## src/mce_pkg.sv

```systemverilog
// Shared types, codes, defaults and helper functions of the checksum engine.
package mce_pkg;

	localparam int CHUNK_WORDS_DEF = 360;
	localparam int MID_DEPTH_DEF   = 4;
	localparam int OUT_DEPTH_DEF   = 4;

	localparam logic [31:0] CRC_INIT      = 32'hFFFF_FFFF;
	localparam logic [31:0] CRC_POLY_RST  = 32'h04C1_1DB7;
	localparam logic [31:0] CRC_LIMIT_RST = 32'd256;
	localparam logic [31:0] COUNT_MAX     = 32'hFFFF_FFFF;

	// Configuration register indexes.
	localparam logic [1:0] REG_ALGO_MODE = 2'd0;
	localparam logic [1:0] REG_CRC_LIMIT = 2'd1;
	localparam logic [1:0] REG_CRC_POLY  = 2'd2;

	// Algorithm select codes; the unused code behaves as auto.
	localparam logic [1:0] MODE_AUTO     = 2'd0;
	localparam logic [1:0] MODE_CRC      = 2'd1;
	localparam logic [1:0] MODE_FLETCHER = 2'd2;

	// Classified byte request, front to back.
	typedef struct packed {
		logic [7:0] data;
		logic       last;
		logic       pair;    // completes a 16-bit word with the held byte
		logic       use_fl;  // Fletcher chosen (meaningful on last only)
	} mce_req_t;

	// One finished checksum.
	typedef struct packed {
		logic [31:0] checksum;
		logic        algo_used;
	} mce_res_t;

	function automatic logic [31:0] fold16(input logic [31:0] x);
		return {16'd0, x[15:0]} + {16'd0, x[31:16]};
	endfunction

	// Eight right-shift CRC bit steps over one byte.
	function automatic logic [31:0] crc_byte(input logic [31:0] crc, input logic [7:0] b,
			input logic [31:0] poly);
		logic [31:0] c;
		c = crc ^ {24'd0, b};
		for (int k = 0; k < 8; k++) begin
			if (c[0]) begin
				c = poly ^ {1'b0, c[31:1]};
			end else begin
				c = {1'b0, c[31:1]};
			end
		end
		return c;
	endfunction

endpackage

```

## src/mce_fifo.sv

```systemverilog
// Small register queue used between front and back and on the result side.
module mce_fifo #(
	parameter int WIDTH = 8,
	parameter int DEPTH = mce_pkg::MID_DEPTH_DEF
) (
	input  logic             clk,
	input  logic             arst_n,
	input  logic             wr,
	input  logic [WIDTH-1:0] wdata,
	input  logic             rd,
	output logic [WIDTH-1:0] rdata,
	output logic             full,
	output logic             empty
);
	import mce_pkg::*;

	localparam int PTR_W = (DEPTH > 1) ? $clog2(DEPTH) : 1;
	localparam int CNT_W = $clog2(DEPTH + 1);

	logic [WIDTH-1:0] mem_q [DEPTH];
	logic [PTR_W-1:0] wr_ptr_q, rd_ptr_q;
	logic [CNT_W-1:0] count_q;
	logic             do_wr, do_rd;

	assign full  = (count_q == CNT_W'(DEPTH));
	assign empty = (count_q == '0);
	assign do_wr = wr && !full;
	assign do_rd = rd && !empty;
	assign rdata = mem_q[rd_ptr_q];

	always_ff @(posedge clk) begin
		if (do_wr) begin
			mem_q[wr_ptr_q] <= wdata;
		end
	end

	always_ff @(posedge clk or negedge arst_n) begin
		if (!arst_n) begin
			wr_ptr_q <= '0;
			rd_ptr_q <= '0;
			count_q  <= '0;
		end else begin
			if (do_wr) begin
				wr_ptr_q <= (wr_ptr_q == PTR_W'(DEPTH - 1)) ? '0 : wr_ptr_q + 1'b1;
			end
			if (do_rd) begin
				rd_ptr_q <= (rd_ptr_q == PTR_W'(DEPTH - 1)) ? '0 : rd_ptr_q + 1'b1;
			end
			if (do_wr && !do_rd) begin
				count_q <= count_q + 1'b1;
			end else if (do_rd && !do_wr) begin
				count_q <= count_q - 1'b1;
			end
		end
	end

	a_count_bound: assert property (@(posedge clk) disable iff (!arst_n)
		count_q <= CNT_W'(DEPTH))
		else $error("queue count beyond depth");

endmodule

```

## src/mce_front.sv

```systemverilog
// Front part: tracks byte pairing and length, tags each byte request.
module mce_front (
	input  logic              clk,
	input  logic              arst_n,
	input  logic              accept,
	input  logic [7:0]        data_byte,
	input  logic              last,
	input  logic [1:0]        algo_mode,
	input  logic [31:0]       crc_limit,
	output mce_pkg::mce_req_t req
);
	import mce_pkg::*;

	logic [31:0] count_q;
	logic        held_q;
	logic [31:0] count_next;
	logic        use_fl;

	assign count_next = (count_q == COUNT_MAX) ? count_q : count_q + 32'd1;

	always_comb begin
		case (algo_mode)
			MODE_CRC:      use_fl = 1'b0;
			MODE_FLETCHER: use_fl = 1'b1;
			default:       use_fl = !(count_next < crc_limit);
		endcase
	end

	assign req = '{data: data_byte, last: last, pair: held_q, use_fl: use_fl};

	always_ff @(posedge clk or negedge arst_n) begin
		if (!arst_n) begin
			count_q <= '0;
			held_q  <= 1'b0;
		end else if (accept) begin
			if (last) begin
				count_q <= '0;
				held_q  <= 1'b0;
			end else begin
				count_q <= count_next;
				held_q  <= !held_q;
			end
		end
	end

endmodule

```

## src/mce_back.sv

```systemverilog
// Back part: CRC and Fletcher accumulation, then a two-stage finishing pipeline.
module mce_back #(
	parameter int CHUNK_WORDS = mce_pkg::CHUNK_WORDS_DEF
) (
	input  logic              clk,
	input  logic              arst_n,
	input  logic              req_valid,
	input  mce_pkg::mce_req_t req,
	output logic              req_take,
	input  logic              out_ready,
	input  logic [31:0]       crc_poly,
	output logic              res_valid,
	output mce_pkg::mce_res_t res
);
	import mce_pkg::*;

	localparam int WIC_W = $clog2(CHUNK_WORDS + 1);

	// Running message state.
	logic [31:0]      crc_q, lo_q, hi_q;
	logic [WIC_W-1:0] wic_q;
	logic [7:0]       held_byte_q;

	logic [31:0]      crc_n, lo_n, hi_n, lo_add, hi_add;
	logic [WIC_W-1:0] wic_n;
	logic [7:0]       held_byte_n;
	logic             chunk_end;

	// Finishing pipeline.
	logic             valid_s1, valid_s2;
	logic [31:0]      lo_s1, hi_s1, crc_s1, lo_s2, hi_s2, crc_s2;
	logic             wnz_s1, odd_s1, fl_s1, odd_s2, fl_s2;
	logic [7:0]       held_s1;
	logic [31:0]      lo_a, hi_a, lo_b, hi_b, lo_c, hi_c, lo_d, hi_d;

	assign req_take = req_valid && out_ready;

	assign crc_n     = crc_byte(crc_q, req.data, crc_poly);
	assign lo_add    = lo_q + {16'd0, held_byte_q, req.data};
	assign hi_add    = hi_q + lo_add;
	assign chunk_end = (wic_q == WIC_W'(CHUNK_WORDS - 1));

	always_comb begin
		lo_n        = lo_q;
		hi_n        = hi_q;
		wic_n       = wic_q;
		held_byte_n = held_byte_q;
		if (req.pair) begin
			lo_n  = chunk_end ? fold16(lo_add) : lo_add;
			hi_n  = chunk_end ? fold16(hi_add) : hi_add;
			wic_n = chunk_end ? '0 : wic_q + 1'b1;
		end else begin
			held_byte_n = req.data;
		end
	end

	always_ff @(posedge clk or negedge arst_n) begin
		if (!arst_n) begin
			crc_q       <= CRC_INIT;
			lo_q        <= '0;
			hi_q        <= '0;
			wic_q       <= '0;
			held_byte_q <= '0;
		end else if (req_take) begin
			if (req.last) begin
				crc_q       <= CRC_INIT;
				lo_q        <= '0;
				hi_q        <= '0;
				wic_q       <= '0;
				held_byte_q <= '0;
			end else begin
				crc_q       <= crc_n;
				lo_q        <= lo_n;
				hi_q        <= hi_n;
				wic_q       <= wic_n;
				held_byte_q <= held_byte_n;
			end
		end
	end

	always_ff @(posedge clk or negedge arst_n) begin
		if (!arst_n) begin
			valid_s1 <= 1'b0;
			valid_s2 <= 1'b0;
		end else if (out_ready) begin
			valid_s1 <= req_take && req.last;
			valid_s2 <= valid_s1;
		end
	end

	// Stage 1 captures the state after the last byte.
	always_ff @(posedge clk) begin
		if (out_ready) begin
			lo_s1   <= lo_n;
			hi_s1   <= hi_n;
			wnz_s1  <= (wic_n != '0);
			odd_s1  <= !req.pair;
			held_s1 <= req.data;
			crc_s1  <= crc_n ^ CRC_INIT;
			fl_s1   <= req.use_fl;
		end
	end

	// Fold a partial chunk, then add an odd trailing byte in the high half.
	assign lo_a = wnz_s1 ? fold16(lo_s1) : lo_s1;
	assign hi_a = wnz_s1 ? fold16(hi_s1) : hi_s1;
	assign lo_b = lo_a + (odd_s1 ? {16'd0, held_s1, 8'd0} : 32'd0);
	assign hi_b = hi_a + (odd_s1 ? lo_b : 32'd0);

	always_ff @(posedge clk) begin
		if (out_ready) begin
			lo_s2  <= lo_b;
			hi_s2  <= hi_b;
			odd_s2 <= odd_s1;
			crc_s2 <= crc_s1;
			fl_s2  <= fl_s1;
		end
	end

	assign lo_c = odd_s2 ? fold16(lo_s2) : lo_s2;
	assign hi_c = odd_s2 ? fold16(hi_s2) : hi_s2;
	assign lo_d = fold16(lo_c);
	assign hi_d = fold16(hi_c);

	assign res_valid     = valid_s2;
	assign res.checksum  = fl_s2 ? {hi_d[15:0], lo_d[15:0]} : crc_s2;
	assign res.algo_used = fl_s2;

	a_stall_holds: assert property (@(posedge clk) disable iff (!arst_n)
		!out_ready |=> $stable(valid_s1) && $stable(valid_s2))
		else $error("finishing pipeline moved while stalled");

	a_last_enters: assert property (@(posedge clk) disable iff (!arst_n)
		req_take && req.last |=> valid_s1)
		else $error("last byte did not enter finishing pipeline");

	a_last_clears: assert property (@(posedge clk) disable iff (!arst_n)
		req_take && req.last |=> crc_q == CRC_INIT && lo_q == '0 && hi_q == '0
			&& wic_q == '0)
		else $error("message state not cleared after last byte");

endmodule

```

## src/metadata_checksum_engine.sv

```systemverilog
// Top level of the 32-bit CRC / Fletcher-32 byte-stream checksum engine.
// Throughput: one byte request per cycle while results are taken.
// Path: a result reaches the result ports after its last byte is accepted and
//   passes the request queue, then two finishing stages, then the result queue.
// Stalls: a full result queue stalls the finishing stages and the back part.
// Reset: arst_n clears message state, both queues and registers to defaults.
module metadata_checksum_engine #(
	parameter int CHUNK_WORDS = mce_pkg::CHUNK_WORDS_DEF,
	parameter int MID_DEPTH   = mce_pkg::MID_DEPTH_DEF,
	parameter int OUT_DEPTH   = mce_pkg::OUT_DEPTH_DEF
) (
	input  logic        clk,
	input  logic        arst_n,
	// byte requests
	input  logic        push,
	output logic        full,
	input  logic [7:0]  data_byte,
	input  logic        last,
	// results
	output logic        empty,
	input  logic        pop,
	output logic [31:0] checksum,
	output logic        algo_used,
	// configuration writes
	input  logic        cfg_wr_en,
	input  logic [1:0]  cfg_index,
	input  logic [31:0] cfg_data
);
	import mce_pkg::*;

	localparam int REQ_W = $bits(mce_req_t);
	localparam int RES_W = $bits(mce_res_t);

	logic [1:0]  algo_mode_q;
	logic [31:0] crc_limit_q, crc_poly_q;

	logic        accept;
	mce_req_t    front_req, back_req;
	logic        mid_empty, req_take;
	logic        out_full, res_valid;
	mce_res_t    back_res, out_res;

	// Configuration registers; write them only while no request is in flight.
	always_ff @(posedge clk or negedge arst_n) begin
		if (!arst_n) begin
			algo_mode_q <= MODE_AUTO;
			crc_limit_q <= CRC_LIMIT_RST;
			crc_poly_q  <= CRC_POLY_RST;
		end else if (cfg_wr_en) begin
			case (cfg_index)
				REG_ALGO_MODE: algo_mode_q <= cfg_data[1:0];
				REG_CRC_LIMIT: crc_limit_q <= cfg_data;
				REG_CRC_POLY:  crc_poly_q  <= cfg_data;
				default:       ;
			endcase
		end
	end

	// Take a byte whenever the request queue has room.
	assign accept = push && !full;

	// Front: pair bytes into words, count length, pick the algorithm on last.
	mce_front u_front (
		.clk      (clk),
		.arst_n   (arst_n),
		.accept   (accept),
		.data_byte(data_byte),
		.last     (last),
		.algo_mode(algo_mode_q),
		.crc_limit(crc_limit_q),
		.req      (front_req)
	);

	// Request queue decouples the front from back-side stalls.
	mce_fifo #(
		.WIDTH(REQ_W),
		.DEPTH(MID_DEPTH)
	) u_mid_q (
		.clk   (clk),
		.arst_n(arst_n),
		.wr    (accept),
		.wdata (front_req),
		.rd    (req_take),
		.rdata (back_req),
		.full  (full),
		.empty (mid_empty)
	);

	// Back: advance both checksums per byte and finish them on last.
	mce_back #(
		.CHUNK_WORDS(CHUNK_WORDS)
	) u_back (
		.clk      (clk),
		.arst_n   (arst_n),
		.req_valid(!mid_empty),
		.req      (back_req),
		.req_take (req_take),
		.out_ready(!out_full),
		.crc_poly (crc_poly_q),
		.res_valid(res_valid),
		.res      (back_res)
	);

	// Result queue holds finished checksums until popped.
	mce_fifo #(
		.WIDTH(RES_W),
		.DEPTH(OUT_DEPTH)
	) u_out_q (
		.clk   (clk),
		.arst_n(arst_n),
		.wr    (res_valid && !out_full),
		.wdata (back_res),
		.rd    (pop),
		.rdata (out_res),
		.full  (out_full),
		.empty (empty)
	);

	assign checksum  = out_res.checksum;
	assign algo_used = out_res.algo_used;

endmodule
```

## config.mk

```make
export PLATFORM = sky130hd
export DESIGN_NAME = metadata_checksum_engine
export DESIGN_NICKNAME = d
export VERILOG_FILES = /design/src/mce_pkg.sv /design/src/mce_fifo.sv /design/src/mce_front.sv /design/src/mce_back.sv /design/src/metadata_checksum_engine.sv
export SDC_FILE = /design/constraint.sdc
export NUM_CORES = 2
export LEC_CHECK = 0
export BUFFER_PORTS_ARGS = -buffer_cell sky130_fd_sc_hd__buf_2
export CAP_MARGIN = 20
export CELL_PAD_IN_SITES_DETAIL_PLACEMENT = 1
export CELL_PAD_IN_SITES_GLOBAL_PLACEMENT = 2
export CORE_MARGIN = 5
export CORE_UTILIZATION = 43
export DETAILED_ROUTE_END_ITERATION = 6
export PLACE_DENSITY = 0.84
export SETUP_SLACK_MARGIN = 0.2
export SYNTH_ARGS = -nofsm -noshare
export SYNTH_HDL_FRONTEND = slang
export SYNTH_SLANG_ARGS = --single-unit
```

## constraint.sdc

```tcl
create_clock -name clk -period 10.1 [get_ports clk]
set_clock_uncertainty 0.1 [all_clocks]
set_input_delay 2.02 -clock clk [delete_from_list [all_inputs] [get_ports clk]]
set_output_delay 2.02 -clock clk [all_outputs]
set_load 0.02 [all_outputs]
```

==> flow_summary.ini <==
[cts]
clockBufferDepth = 3
post_cts_buffers = 0
cts_made_buffers = 69
htreeDepth = 3
root_buffer = clkbuf_16
cts.sinks = 609
cts_resized = 0
clk_latency_ns = 0.63
hold_buffers = 0
clkSlewWorstSetupHoldPaths_ns = 0.06
cts_tree = built

[global_route]
use_met2_pct = 37.4
grt_pass1_vias = 28900
grt_max_degree = 103
antenna_found_initial = 3
met1_usage_pct = 31.2
busiest_layer = met2
grt_pass1_wl_um = 172000
overflow = 0
grt_use_total_pct = 22.4
grtUsageMet3_pct = 2.48

[synthesis]
netlist_area_um2 = 39000
ys_seq_elements = 609
synthTopCellsByArea = edfxtp_1 (29%), dfrtp_1 (12%), ha_1 (8.3%), xnor2_1 (7.1%), mux2_2 (4.7%)
synth_top_area_share_pct = 29.4
ys.flop_type = edfxtp_1
syn_area_per_cell_um2 = 10.6
synth_largest_area_cell = edfxtp_1
seq_area_frac_synth_pct = 44.1
synth_edf_count = 381
yosys_warnings = 0
syn_inst = 3673
yosysUniqueCellTypes = 89
ys_async_sr_fraction_pct = 37.4
syn-num-nets = 3995

[routing]
drtPass1Iterations = 5
wire_per_inst_um = 22.5
totalWireLength_um = 111000
first_iter_violations = 1800
ant_nets = 0
vias_per_cell = 5.64
drc_errors = 0
num_vias = 27800

[floorplan]
die_h_um = 311
core_um2 = 90000
initial_utilization_pct = 43.3
io_pins = 83
dieArea_um2 = 96800
die-width_um = 311
row_count = 110

[sta]
slew_viol_final = 0
period_minus_slack_ns = 9.14
slew_headroom_pct = 27.7
fin_setup_tns_ns = 0
whs_ns = 0.322
finalHoldViolCount = 0
fmax_ghz = 0.109
finalSetupViolCount = 0
fin_crit_sh_pct = 90.5
rsz0062_at_grt = no
worst_slew_pin_slew_ns = 1.08

[layout]
fin_nets = 4016
finish.utilization_pct = 47.8
layout_commonest_cell = nand2_1
area_growth_pct = 10.5
fill_cells = 9710
final_area_um2 = 43100
drive_above_1_share_pct = 14.0
final_cell_mix = nand2_1 (398), edfxtp_1 (381), xnor2_1 (315)

[worst_setup_path]
crit_type = reg2reg
r2r_end = u_back.hi_s1[15]
cpMostUsedCell = a21oi_1
start_kind = flop
reg2reg_depth = 38
arrival_ns = 9.41
worstSetupEndpointType = flop
crit_end = u_back.hi_s1[15]
worstPathMaxFanout = 7
worstPathRequired_ns = 10.37
reg2reg_slack_ns = 0.96
max_stage_delay_ns = 0.52
crit_path_top_delay_cell = dfrtp_2
r2r-start = u_mid_q.rd_ptr_q[0]
crit_path_start = u_mid_q.rd_ptr_q[0]

[placement]
numPortBuffers = 82
placed_cell_area_um2 = 40600
gp_congestion = 0.877
dp_hpwl_um = 81800

[run]
drv_cap = 0

[hold_path]
hp-class = reg2reg
whs_path_depth = 0

[outcome]
run_status = complete, no violations
-- routing by layer --
layer	wire (um)	up-vias	part of all wire [%]
li1	-	13200	-
met5	0	-	0
met2	52800	447	48
met1	51300	14000	46
met3	3880	129	3.5
met4	2800	0	2.5
-- area by class of cell --
cell class	count	area, um^2	share of cell area, %
inverters	164	616	1.43
well taps	1176	1470	3.42
diodes	3	7.51	0.0174
flip-flops and latches	609	17200	40.0
repair buffers	118	723	1.68
clock inverters	38	539	1.25
clock buffers	90	1880	4.36
multi-input cells	2732	20600	47.9
-- how the worst min path moves through the flow --
stage | endpoint | startpoint | slack, ns
global placement | u_back.crc_s2[13] | u_back.crc_s1[13] | 0.30
finish | u_back.crc_s2[29] | u_back.crc_s1[29] | 0.32
CTS | u_back.crc_s2[25] | u_back.crc_s1[25] | 0.32
global route | u_back.crc_s2[15] | u_back.crc_s1[15] | 0.32
detailed placement | u_back.crc_s2[25] | u_back.crc_s1[25] | 0.31
floorplan | u_back.crc_s2[0] | u_back.crc_s1[0] | 0.30
-- cell usage after synthesis (all sizes together), types with 6 or more instances --
library cell and n:
a211o 7, a211oi 11, a21boi 9, a21o 72, a21oi 239, a22o 89
a31oi 28, and2 54, and3 21, and3b 6, and4 11, buf 30
clkbuf 138, dfrtp 181, dfstp 47, edfxtp 381, fa 14, ha 260
inv 162, mux2 162, mux2i 16, mux4 42, nand2 401, nand2b 25
nand3 64, nand4 14, nor2 188, nor2b 72, nor3 36, nor3b 8
o211ai 11, o21a 12, o21ai 160, o21bai 77, o311ai 6, o31ai 29
or2 7, or3 10, xnor2 319, xor2 164
-- flip-flops by register name, indices dropped and copies added, names as in the netlist, 9 cells and up --
register	flops
crc_limit_q	32
crc_poly_q	32
u_back.crc_q	32
u_back.crc_s1	32
u_back.crc_s2	32
u_back.hi_q	32
u_back.hi_s1	32
u_back.hi_s2	32
u_back.lo_q	32
u_back.lo_s1	32
u_back.lo_s2	32
u_back.wic_q	9
u_front.count_q	32
u_mid_q.mem_q	44
u_out_q.mem_q	132
-- worst max-delay path, delay by kind of cell, from the launching register on --
family | cells | cell delay (ns)
xor gates and xnor gates | 3 | 0.62
muxes | 3 | 0.97
and+or+nand+nor | 2 | 0.20
DFF | 1 | 0.52
adders and majority gates | 4 | 1.32
AOI/OAI and AO/OA | 26 | 5.18
-- stage by stage --
stage               worst slack (ns)  cells
floorplan                       1.99   3673
global placement               0.759   4798
detailed placement             0.436   4799
CTS                            0.369   4927
global route                   0.226   4928
finish                         0.962   4930
-- cell families after synthesis --
| kind of cell | share of synthesized area (%) |
|---|---|
| AOI/OAI and AO/OA | 13.6 |
| xor gates and xnor gates | 11.1 |
| adders and majority gates | 9.07 |
| buffers and inverters | 3.25 |
| DFF | 44.1 |
| muxes | 7.58 |
| and+or+nand+nor | 11.3 |
Power is left out: the tool's default activity adds up to more than one toggle a clock period on the data nets, which glitch-free logic cannot reach.
